===== src/rtl/core/pafilt_pkg.sv =====
// Shared types and constants for the proxy address filter table.
// Used by pafilt_cell and proxy_address_filter_table; depends on nothing else.
`timescale 1ns / 1ps

package pafilt_pkg;

  localparam int ADDR_W            = 16;
  localparam int COUNT_W           = 5;
  localparam int CODE_W            = 8;
  localparam int TABLE_ENTRIES_DEF = 16;

  localparam logic [ADDR_W-1:0]  ADDR_EMPTY     = 16'h0000;
  localparam logic [ADDR_W-1:0]  ADDR_ALL_NODES = 16'hFFFF;
  localparam logic [COUNT_W-1:0] COUNT_MAX      = 5'd31;
  localparam logic [CODE_W-1:0]  CODE_ACCEPT    = 8'h00;
  localparam logic [CODE_W-1:0]  CODE_REJECT    = 8'h01;

  typedef enum logic [2:0] {
    KIND_SET_MODE = 3'd0,
    KIND_ADD      = 3'd1,
    KIND_REMOVE   = 3'd2,
    KIND_MATCH    = 3'd3,
    KIND_OBSERVE  = 3'd4,
    KIND_CLEAR    = 3'd5,
    KIND_NOTIFY   = 3'd6
  } kind_t;

  typedef enum logic [1:0] {
    MODE_NONE   = 2'd0,
    MODE_ACCEPT = 2'd1,
    MODE_REJECT = 2'd2
  } mode_t;

  // Operation carried by a token as it walks down the row of cells.
  typedef enum logic [1:0] {
    PASS_FIND   = 2'd0,
    PASS_INSERT = 2'd1,
    PASS_DELETE = 2'd2
  } pass_op_t;

  // What the controller finishes once a pass returns.
  typedef enum logic [1:0] {
    ACT_ADD       = 2'd0,
    ACT_REMOVE    = 2'd1,
    ACT_MATCH_ACC = 2'd2,
    ACT_MATCH_REJ = 2'd3
  } act_t;

  typedef enum logic [1:0] {
    ST_IDLE  = 2'd0,
    ST_FIND  = 2'd1,
    ST_WRITE = 2'd2
  } state_t;

  // The token handed from cell to cell. The flag means "address found" on a
  // find pass and "write done" on an insert or delete pass.
  typedef struct packed {
    logic               valid;
    pass_op_t           op;
    logic [ADDR_W-1:0]  addr;
    logic               flag;
    logic [COUNT_W-1:0] count;
  } token_t;

endpackage


===== src/rtl/core/pafilt_cell.sv =====
// One table slot of the proxy address filter: holds one address and passes
// the token on to its neighbor in the next cycle. Depends on pafilt_pkg.
`timescale 1ns / 1ps

module pafilt_cell import pafilt_pkg::*; (
  input  logic   clk,
  input  logic   rst_n,
  input  logic   clear,
  input  token_t tok_in,
  output token_t tok_out
);

  logic [ADDR_W-1:0] entry_r;
  logic [ADDR_W-1:0] entry_nxt;
  token_t            tok_r;
  token_t            tok_nxt;
  logic              hit;
  logic              empty;

  assign hit   = (entry_r == tok_in.addr);
  assign empty = (entry_r == ADDR_EMPTY);

  always_comb begin
    entry_nxt = entry_r;
    tok_nxt   = tok_in;
    if (tok_in.valid) begin
      case (tok_in.op)
        PASS_FIND: begin
          tok_nxt.flag = tok_in.flag | hit;
        end
        PASS_INSERT: begin
          if (!tok_in.flag && empty) begin
            entry_nxt    = tok_in.addr;
            tok_nxt.flag = 1'b1;
          end
        end
        PASS_DELETE: begin
          if (!tok_in.flag && hit) begin
            entry_nxt    = ADDR_EMPTY;
            tok_nxt.flag = 1'b1;
          end
        end
        default: begin
          entry_nxt = entry_r;
        end
      endcase
    end
    // Running count of occupied slots, taken after this slot's update.
    if ((entry_nxt != ADDR_EMPTY) && (tok_in.count != COUNT_MAX)) begin
      tok_nxt.count = tok_in.count + 1'b1;
    end
  end

  always_ff @(posedge clk) begin
    if (!rst_n || clear) begin
      entry_r <= ADDR_EMPTY;
    end else begin
      entry_r <= entry_nxt;
    end
  end

  always_ff @(posedge clk) begin
    if (!rst_n) begin
      tok_r <= '0;
    end else begin
      tok_r <= tok_nxt;
    end
  end

  assign tok_out = tok_r;

endmodule


===== src/rtl/core/proxy_address_filter_table.sv =====
// Top level of the proxy address filter table: control sequencer plus a row
// of pafilt_cell slots. Depends on pafilt_pkg and pafilt_cell.
`timescale 1ns / 1ps

// A command beat is taken on a rising edge with start high and busy low, and
// its single result beat appears on the out_ ports for exactly one cycle,
// marked by out_valid; the receiver has no way to stall it, so it must sample
// every strobe. How long a command runs depends on its kind, because the table
// is a row of TABLE_ENTRIES cells and a lookup or a write travels along that
// row one cell per cycle. Set mode, clear on connect, notify enable, unused
// kinds, and any add, remove or match that needs no table access (address
// zero, all-nodes in accept mode, none mode) answer in the cycle after the
// command is taken. Remove and every table-backed match walk the row once.
// Add (and observe source in accept mode) first walks the row to look for a
// duplicate and, if none is found, walks it again to claim the lowest empty
// slot; it walks only once when the address is already present. busy is high
// during those walks. The table, mode and count clear on reset, and a clear
// takes effect on all slots at once. entry_count saturates at 31 for tables
// larger than that.

module proxy_address_filter_table import pafilt_pkg::*; #(
  parameter int TABLE_ENTRIES = TABLE_ENTRIES_DEF
) (
  input  logic               clk,
  input  logic               rst_n,
  input  logic               start,
  output logic               busy,
  input  logic [2:0]         in_kind,
  input  logic [ADDR_W-1:0]  in_address,
  input  logic [CODE_W-1:0]  in_mode_code,
  output logic               out_valid,
  output logic               out_error,
  output logic               out_matched,
  output logic               out_table_full_drop,
  output logic [1:0]         out_list_mode,
  output logic [COUNT_W-1:0] out_entry_count
);

  // Token chain: tok_w[0] is what the sequencer launches, tok_w[k+1] is what
  // cell k hands to its neighbor, and the last one returns to the sequencer.
  token_t tok_w [TABLE_ENTRIES+1];
  logic   clear_all;

  genvar gi;
  generate
    for (gi = 0; gi < TABLE_ENTRIES; gi++) begin : g_cell
      pafilt_cell u_cell (
        .clk     (clk),
        .rst_n   (rst_n),
        .clear   (clear_all),
        .tok_in  (tok_w[gi]),
        .tok_out (tok_w[gi+1])
      );
    end
  endgenerate

  token_t ret_tok;
  assign ret_tok = tok_w[TABLE_ENTRIES];

  // Control state.
  state_t             state_r,      state_nxt;
  mode_t              mode_r,       mode_nxt;
  logic [COUNT_W-1:0] used_count_r, used_count_nxt;
  act_t               act_r,        act_nxt;
  logic [ADDR_W-1:0]  addr_r,       addr_nxt;

  // Result beat registers.
  logic               out_valid_r,  out_valid_nxt;
  logic               out_error_r,  out_error_nxt;
  logic               out_matched_r, out_matched_nxt;
  logic               out_drop_r,   out_drop_nxt;
  logic [1:0]         out_mode_r;
  logic [COUNT_W-1:0] out_count_r,  out_count_nxt;

  token_t launch;
  logic   want_add;
  logic   want_remove;
  kind_t  kind;

  assign kind = kind_t'(in_kind);

  always_comb begin
    state_nxt       = state_r;
    mode_nxt        = mode_r;
    used_count_nxt  = used_count_r;
    act_nxt         = act_r;
    addr_nxt        = addr_r;
    out_valid_nxt   = 1'b0;
    out_error_nxt   = 1'b0;
    out_matched_nxt = 1'b0;
    out_drop_nxt    = 1'b0;
    out_count_nxt   = used_count_r;
    clear_all       = 1'b0;
    want_add        = 1'b0;
    want_remove     = 1'b0;
    launch          = '0;

    case (state_r)
      ST_IDLE: begin
        if (start) begin
          addr_nxt      = in_address;
          out_valid_nxt = 1'b1;
          case (kind)
            KIND_SET_MODE: begin
              if (in_mode_code == CODE_ACCEPT) begin
                clear_all      = 1'b1;
                mode_nxt       = MODE_ACCEPT;
                used_count_nxt = '0;
                out_count_nxt  = '0;
              end else if (in_mode_code == CODE_REJECT) begin
                clear_all      = 1'b1;
                mode_nxt       = MODE_REJECT;
                used_count_nxt = '0;
                out_count_nxt  = '0;
              end else begin
                out_error_nxt = 1'b1;
              end
            end
            KIND_ADD: begin
              want_add = 1'b1;
            end
            KIND_REMOVE: begin
              want_remove = 1'b1;
            end
            KIND_MATCH: begin
              if (mode_r == MODE_REJECT) begin
                out_valid_nxt = 1'b0;
                launch.valid  = 1'b1;
                launch.op     = PASS_FIND;
                launch.addr   = in_address;
                act_nxt       = ACT_MATCH_REJ;
                state_nxt     = ST_FIND;
              end else if (in_address == ADDR_ALL_NODES) begin
                out_matched_nxt = 1'b1;
              end else if (mode_r == MODE_ACCEPT) begin
                out_valid_nxt = 1'b0;
                launch.valid  = 1'b1;
                launch.op     = PASS_FIND;
                launch.addr   = in_address;
                act_nxt       = ACT_MATCH_ACC;
                state_nxt     = ST_FIND;
              end else begin
                out_matched_nxt = 1'b0;
              end
            end
            KIND_OBSERVE: begin
              if (mode_r == MODE_ACCEPT) begin
                want_add = 1'b1;
              end else if (mode_r == MODE_REJECT) begin
                want_remove = 1'b1;
              end
            end
            KIND_CLEAR: begin
              clear_all      = 1'b1;
              mode_nxt       = MODE_NONE;
              used_count_nxt = '0;
              out_count_nxt  = '0;
            end
            KIND_NOTIFY: begin
              if (mode_r == MODE_NONE) begin
                mode_nxt = MODE_ACCEPT;
              end
            end
            default: begin
              out_valid_nxt = 1'b1;
            end
          endcase

          // Address zero never touches the table on add or remove.
          if (want_add && (in_address != ADDR_EMPTY)) begin
            out_valid_nxt = 1'b0;
            launch.valid  = 1'b1;
            launch.op     = PASS_FIND;
            launch.addr   = in_address;
            act_nxt       = ACT_ADD;
            state_nxt     = ST_FIND;
          end
          if (want_remove && (in_address != ADDR_EMPTY)) begin
            out_valid_nxt = 1'b0;
            launch.valid  = 1'b1;
            launch.op     = PASS_DELETE;
            launch.addr   = in_address;
            act_nxt       = ACT_REMOVE;
            state_nxt     = ST_WRITE;
          end
        end
      end

      ST_FIND: begin
        if (ret_tok.valid) begin
          out_count_nxt = ret_tok.count;
          case (act_r)
            ACT_ADD: begin
              if (ret_tok.flag) begin
                // Already present: nothing to write.
                out_valid_nxt = 1'b1;
                state_nxt     = ST_IDLE;
              end else begin
                launch.valid = 1'b1;
                launch.op    = PASS_INSERT;
                launch.addr  = addr_r;
                state_nxt    = ST_WRITE;
              end
            end
            ACT_MATCH_ACC: begin
              out_valid_nxt   = 1'b1;
              out_matched_nxt = ret_tok.flag;
              state_nxt       = ST_IDLE;
            end
            ACT_MATCH_REJ: begin
              out_valid_nxt   = 1'b1;
              out_matched_nxt = !ret_tok.flag;
              state_nxt       = ST_IDLE;
            end
            default: begin
              out_valid_nxt = 1'b1;
              state_nxt     = ST_IDLE;
            end
          endcase
        end
      end

      ST_WRITE: begin
        if (ret_tok.valid) begin
          out_valid_nxt  = 1'b1;
          out_count_nxt  = ret_tok.count;
          used_count_nxt = ret_tok.count;
          // An insert that reached the end without claiming a slot was dropped.
          out_drop_nxt   = (act_r == ACT_ADD) && !ret_tok.flag;
          state_nxt      = ST_IDLE;
        end
      end

      default: begin
        state_nxt = ST_IDLE;
      end
    endcase
  end

  assign tok_w[0] = launch;

  always_ff @(posedge clk) begin
    if (!rst_n) begin
      state_r      <= ST_IDLE;
      mode_r       <= MODE_NONE;
      used_count_r <= '0;
      act_r        <= ACT_ADD;
      out_valid_r  <= 1'b0;
    end else begin
      state_r      <= state_nxt;
      mode_r       <= mode_nxt;
      used_count_r <= used_count_nxt;
      act_r        <= act_nxt;
      out_valid_r  <= out_valid_nxt;
    end
  end

  always_ff @(posedge clk) begin
    addr_r        <= addr_nxt;
    out_error_r   <= out_error_nxt;
    out_matched_r <= out_matched_nxt;
    out_drop_r    <= out_drop_nxt;
    out_mode_r    <= mode_nxt;
    out_count_r   <= out_count_nxt;
  end

  assign busy                = (state_r != ST_IDLE);
  assign out_valid           = out_valid_r;
  assign out_error           = out_error_r;
  assign out_matched         = out_matched_r;
  assign out_table_full_drop = out_drop_r;
  assign out_list_mode       = out_mode_r;
  assign out_entry_count     = out_count_r;

endmodule

===== config.mk =====
export PLATFORM = sky130hd
export DESIGN_NAME = proxy_address_filter_table
export DESIGN_NICKNAME = d
export VERILOG_FILES = /design/src/rtl/core/pafilt_pkg.sv /design/src/rtl/core/pafilt_cell.sv /design/src/rtl/core/proxy_address_filter_table.sv
export SDC_FILE = /design/constraint.sdc
export NUM_CORES = 1
export LEC_CHECK = 0
export BUFFER_PORTS_ARGS = -buffer_cell sky130_fd_sc_hd__buf_2
export CORE_MARGIN = 2
export CORE_UTILIZATION = 39
export DETAILED_ROUTE_END_ITERATION = 16
export SLEW_MARGIN = 0
export SYNTH_ARGS = -nofsm -noshare
export SYNTH_HDL_FRONTEND = slang
export SYNTH_SLANG_ARGS = --single-unit

===== constraint.sdc =====
create_clock -name clk -period 4.5 [get_ports clk]
set_clock_uncertainty 0.2 [all_clocks]
set_input_delay 0 -clock clk [delete_from_list [all_inputs] [get_ports clk]]
set_output_delay 0 -clock clk [all_outputs]
set_load 0.01 [all_outputs]

==> results.sh <==
export IMPL_design_final_nets=3163
export IMPL_netlist_instances=2974
export IMPL_die_width_um=270
export IMPL_initialDrtViolationCount=1548
export IMPL_final_period_minus_worst_setup_slack_ns=3.98
export IMPL_number_of_global_route_vias_before_repair=20343
export IMPL_core_sq_um=70000
export IMPL_drive_above_1_share_pct=7.23
export IMPL_endpoint_kind="flop"
export IMPL_worstPathCellList="inv_1 > ha_1 > or3b_1 > o31ai_1 > nand4_1 > nor4_1 > nor2_1 > o41ai_2 > and3b_1 > nor3_1"
export IMPL_vdd_drop_max_mv=0.254
export IMPL_register_bit_total_from_synthesis=666
export IMPL_worst_r2r_path_depth=10
export IMPL_die_h_um=270
export IMPL_clk_path_buf_depth=3
export IMPL_track_usage_pct=18.3
export IMPL_crit_type="reg -> reg"
export IMPL_leakage_nw=13.5
export IMPL_drc=0
export IMPL_timing_final_crit_share_pct=88.4
export IMPL_synth_common_cells="650 x sky130_fd_sc_hd__dfxtp_1, 369 x sky130_fd_sc_hd__nor2_1, 258 x sky130_fd_sc_hd__and2_1"
export IMPL_final_max_slew_viol_count=0
export IMPL_synth_lib_cells_used_distinct=87
export IMPL_grt_pass1_wl_um=110000
export IMPL_number_of_antenna_violations_at_the_first_check_in_global_routing=0
export IMPL_floorplan_initialDensity_pct=39.4
export IMPL_synthesis_nets=3085
export IMPL_area_delta_synth_final_pct=15.2
export IMPL_netlist_area_sq_um=27600
export IMPL_pwr_density_cell_nw_per_um2=409
export IMPL_via_count=21216
export IMPL_synth_warnings=0
export IMPL_routedWlPerCell_um=16.8
export IMPL_synthesis_area_per_instance_sq_um=9.27
export IMPL_total_negative_setup_slacks_ns=0
export IMPL_worst_pin_slew_ns=1.07
export IMPL_run_status="completed"
export IMPL_dr_pass1_iters=5
export IMPL_post_dp_cell_area_sq_um=28800
export IMPL_crit_required_ns=4.74
export IMPL_cts_h_tree_lvls=3
export IMPL_place_inst=3880
export IMPL_clkLatencyLatePin_ns=0.62
export IMPL_num_rows=97
export IMPL_critical_path_slowest_cell="sky130_fd_sc_hd__or3b_1"
export IMPL_arrival_ns=4.22
export IMPL_post_drt_via_cell_ratio=5.24
export IMPL_seq_area_frac_synth_pct=48.9
export IMPL_top_level_ports=42
export IMPL_synth_edf_count=16
export IMPL_yosysMostFrequentCell="sky130_fd_sc_hd__dfxtp_1"
export IMPL_post_dp_hpwl_um=46800
export IMPL_remaining_number_of_nets_flagged_by_the_antenna_check_after_routing=0
export IMPL_layout_core_utilization_pct=45.4
export IMPL_grt_start_max_net_pins=119
export IMPL_yosysTopAreaCellShare_pct=47.2
export IMPL_slowest_delay_ns=0.69
export IMPL_hold_path_cell_count=2
export IMPL_cts_tree="yes"
export IMPL_stdcell_count=4052
export IMPL_tritoncts_num_buffers=72
export IMPL_buffer_ports_inserted=41
export IMPL_dominantRegCellSynth="sky130_fd_sc_hd__dfxtp_1"
export IMPL_hold_path_class="in -> reg"
export IMPL_floorplan_die_area_sq_um=72800
export IMPL_drv_max_cap_violation_count=0
export IMPL_worst_path_max_fanout=21
export IMPL_clock_tree_root_cell="sky130_fd_sc_hd__clkbuf_16"
export IMPL_ys_top_cells_by_area="sky130_fd_sc_hd__dfxtp_1 47%, sky130_fd_sc_hd__xor2_1 6.3%, sky130_fd_sc_hd__and2_1 5.9%"
export IMPL_slew_headroom_pct=28.7
export IMPL_finalInstanceArea_sq_um=31800
export IMPL_grt_overflow_total=0
export IMPL_synth_largest_area_cell="sky130_fd_sc_hd__dfxtp_1"
export IMPL_crit_path_start_kind="flop"
export IMPL_fmax_ghz=0.251
export IMPL_cts_reportedPaths_clkPinSlew_ns=0.06
export IMPL_number_of_sinks_driven_by_the_clock_tree=666
export IMPL_grt_setup_unrepaired="no"
export IMPL_finalWirelength_um=67900
export IMPL_final_hold_fails=0
export IMPL_synth_async_reset_ratio_pct=0
export IMPL_final_setup_viol_count=0
export IMPL_globalplace_congestion=0.927
-- state kept, by name, indices dropped and copies added (netlist names) --
name	flops
out_entry_count	5
g_cell.u_cell.tok_out	372
used_count_r	5
out_valid	1
out_error	1
g_cell.u_cell.entry_r	256
out_list_mode	2
act_r	2
out_table_full_drop	1
mode_r	2
out_matched	1
addr_r	16
state_r	2
-- per-stage QoR --
stage	hold WS (ns)	setup WS [ns]	power, mW
6_report	0.0499	0.520	13.0
5_1_grt	0.0323	0.368	13.4
4_1_cts	0.00121	0.598	13.1
3_5_place_dp	0.0707	0.604	6.66
3_3_place_gp	0.0680	0.510	6.67
2_1_floorplan	-0.101	1.41	6.46
-- path summary, 6_finish.rpt --
check	end	slack, ns	start
setup / recovery	g_cell[0].u_cell.entry_r[1]$_SDFF_PP0_	0.52	state_r[1]$_SDFFE_PN0P_
hold / removal	addr_r[4]$_DFFE_PP_	0.05	in_address[4]
setup reg to reg	g_cell[0].u_cell.entry_r[1]$_SDFF_PP0_	0.52	state_r[1]$_SDFFE_PN0P_
hold reg to reg	g_cell[7].u_cell.tok_out[3]$_SDFF_PN0_	0.27	g_cell[6].u_cell.tok_out[3]$_SDFF_PN0_
-- report_power, final --
part	switching [mW]	internal (mW)	total, mW
logic	0.376	0.151	0.527
registers	0.0535	5.98	6.04
clock network	2.48	3.95	6.43
total	2.91	10.1	13.0
-- repair_timing --
action | CTS | global route
resized for setup | 0 | 0
endpoints found under the hold margin | 164 | 0
setup buffers | 0 | 0
hold buffers | 38 | 0
-- worst max-delay path, delay by kind of cell, from the launching register on --
family | cells | cell delay [ns]
simple gates | 6 | 2.13
compound gates | 2 | 0.85
flops | 1 | 0.33
buf+inv | 1 | 0.10
fa+ha+maj | 1 | 0.21
-- cells by family (layout without fill, tap and decap cells) --
family | Yosys count | after routing | share of synthesized area [%]
adder cells (fa/ha/maj) | 81 | 81 | 3.68
multiplexers | 18 | 18 | 0.653
other | 0 | 1 | 0
AND/OR/NAND/NOR | 1179 | 1179 | 22.4
buffers and inverters | 209 | 346 | 2.93
flip-flops | 666 | 666 | 48.9
XOR/XNOR | 258 | 258 | 8.20
AO/OA/AOI/OAI | 563 | 563 | 13.2
-- layout make-up --
type	instances	area, sq um
fill	6787	38300
sequential	666	13500
multi-input combinational	2099	13300
clock buffer	96	2060
tap	940	1180
timing repair buffer	102	767
clock inverter	37	562
inverter	111	418
antenna	1	2.50
-- layer usage --
| metal | global-route usage, % | vias up | share of wire [%] |
|---|---|---|---|
| li1 | - | 10560 | - |
| met1 | 25.4 | 10122 | 49 |
| met2 | 29.4 | 440 | 45 |
| met3 | 2.59 | 94 | 4.0 |
| met4 | 5.44 | 0 | 1.9 |
| met5 | 0 | - | 0 |
-- placed cells by master (no fill, tap or decap), drive strengths merged, types with 59 or more instances in the layout --
cell,Yosys,routed
a21oi,210,210
a22oi,80,80
and2,258,258
buf,17,63
clkbuf,81,97
dfxtp,650,650
ha,81,81
inv,110,114
nand2,132,132
nor2,369,369
nor4,152,152
o21ai,75,75
xnor2,59,59
xor2,199,199
Power figures use the tool's default switching activity.
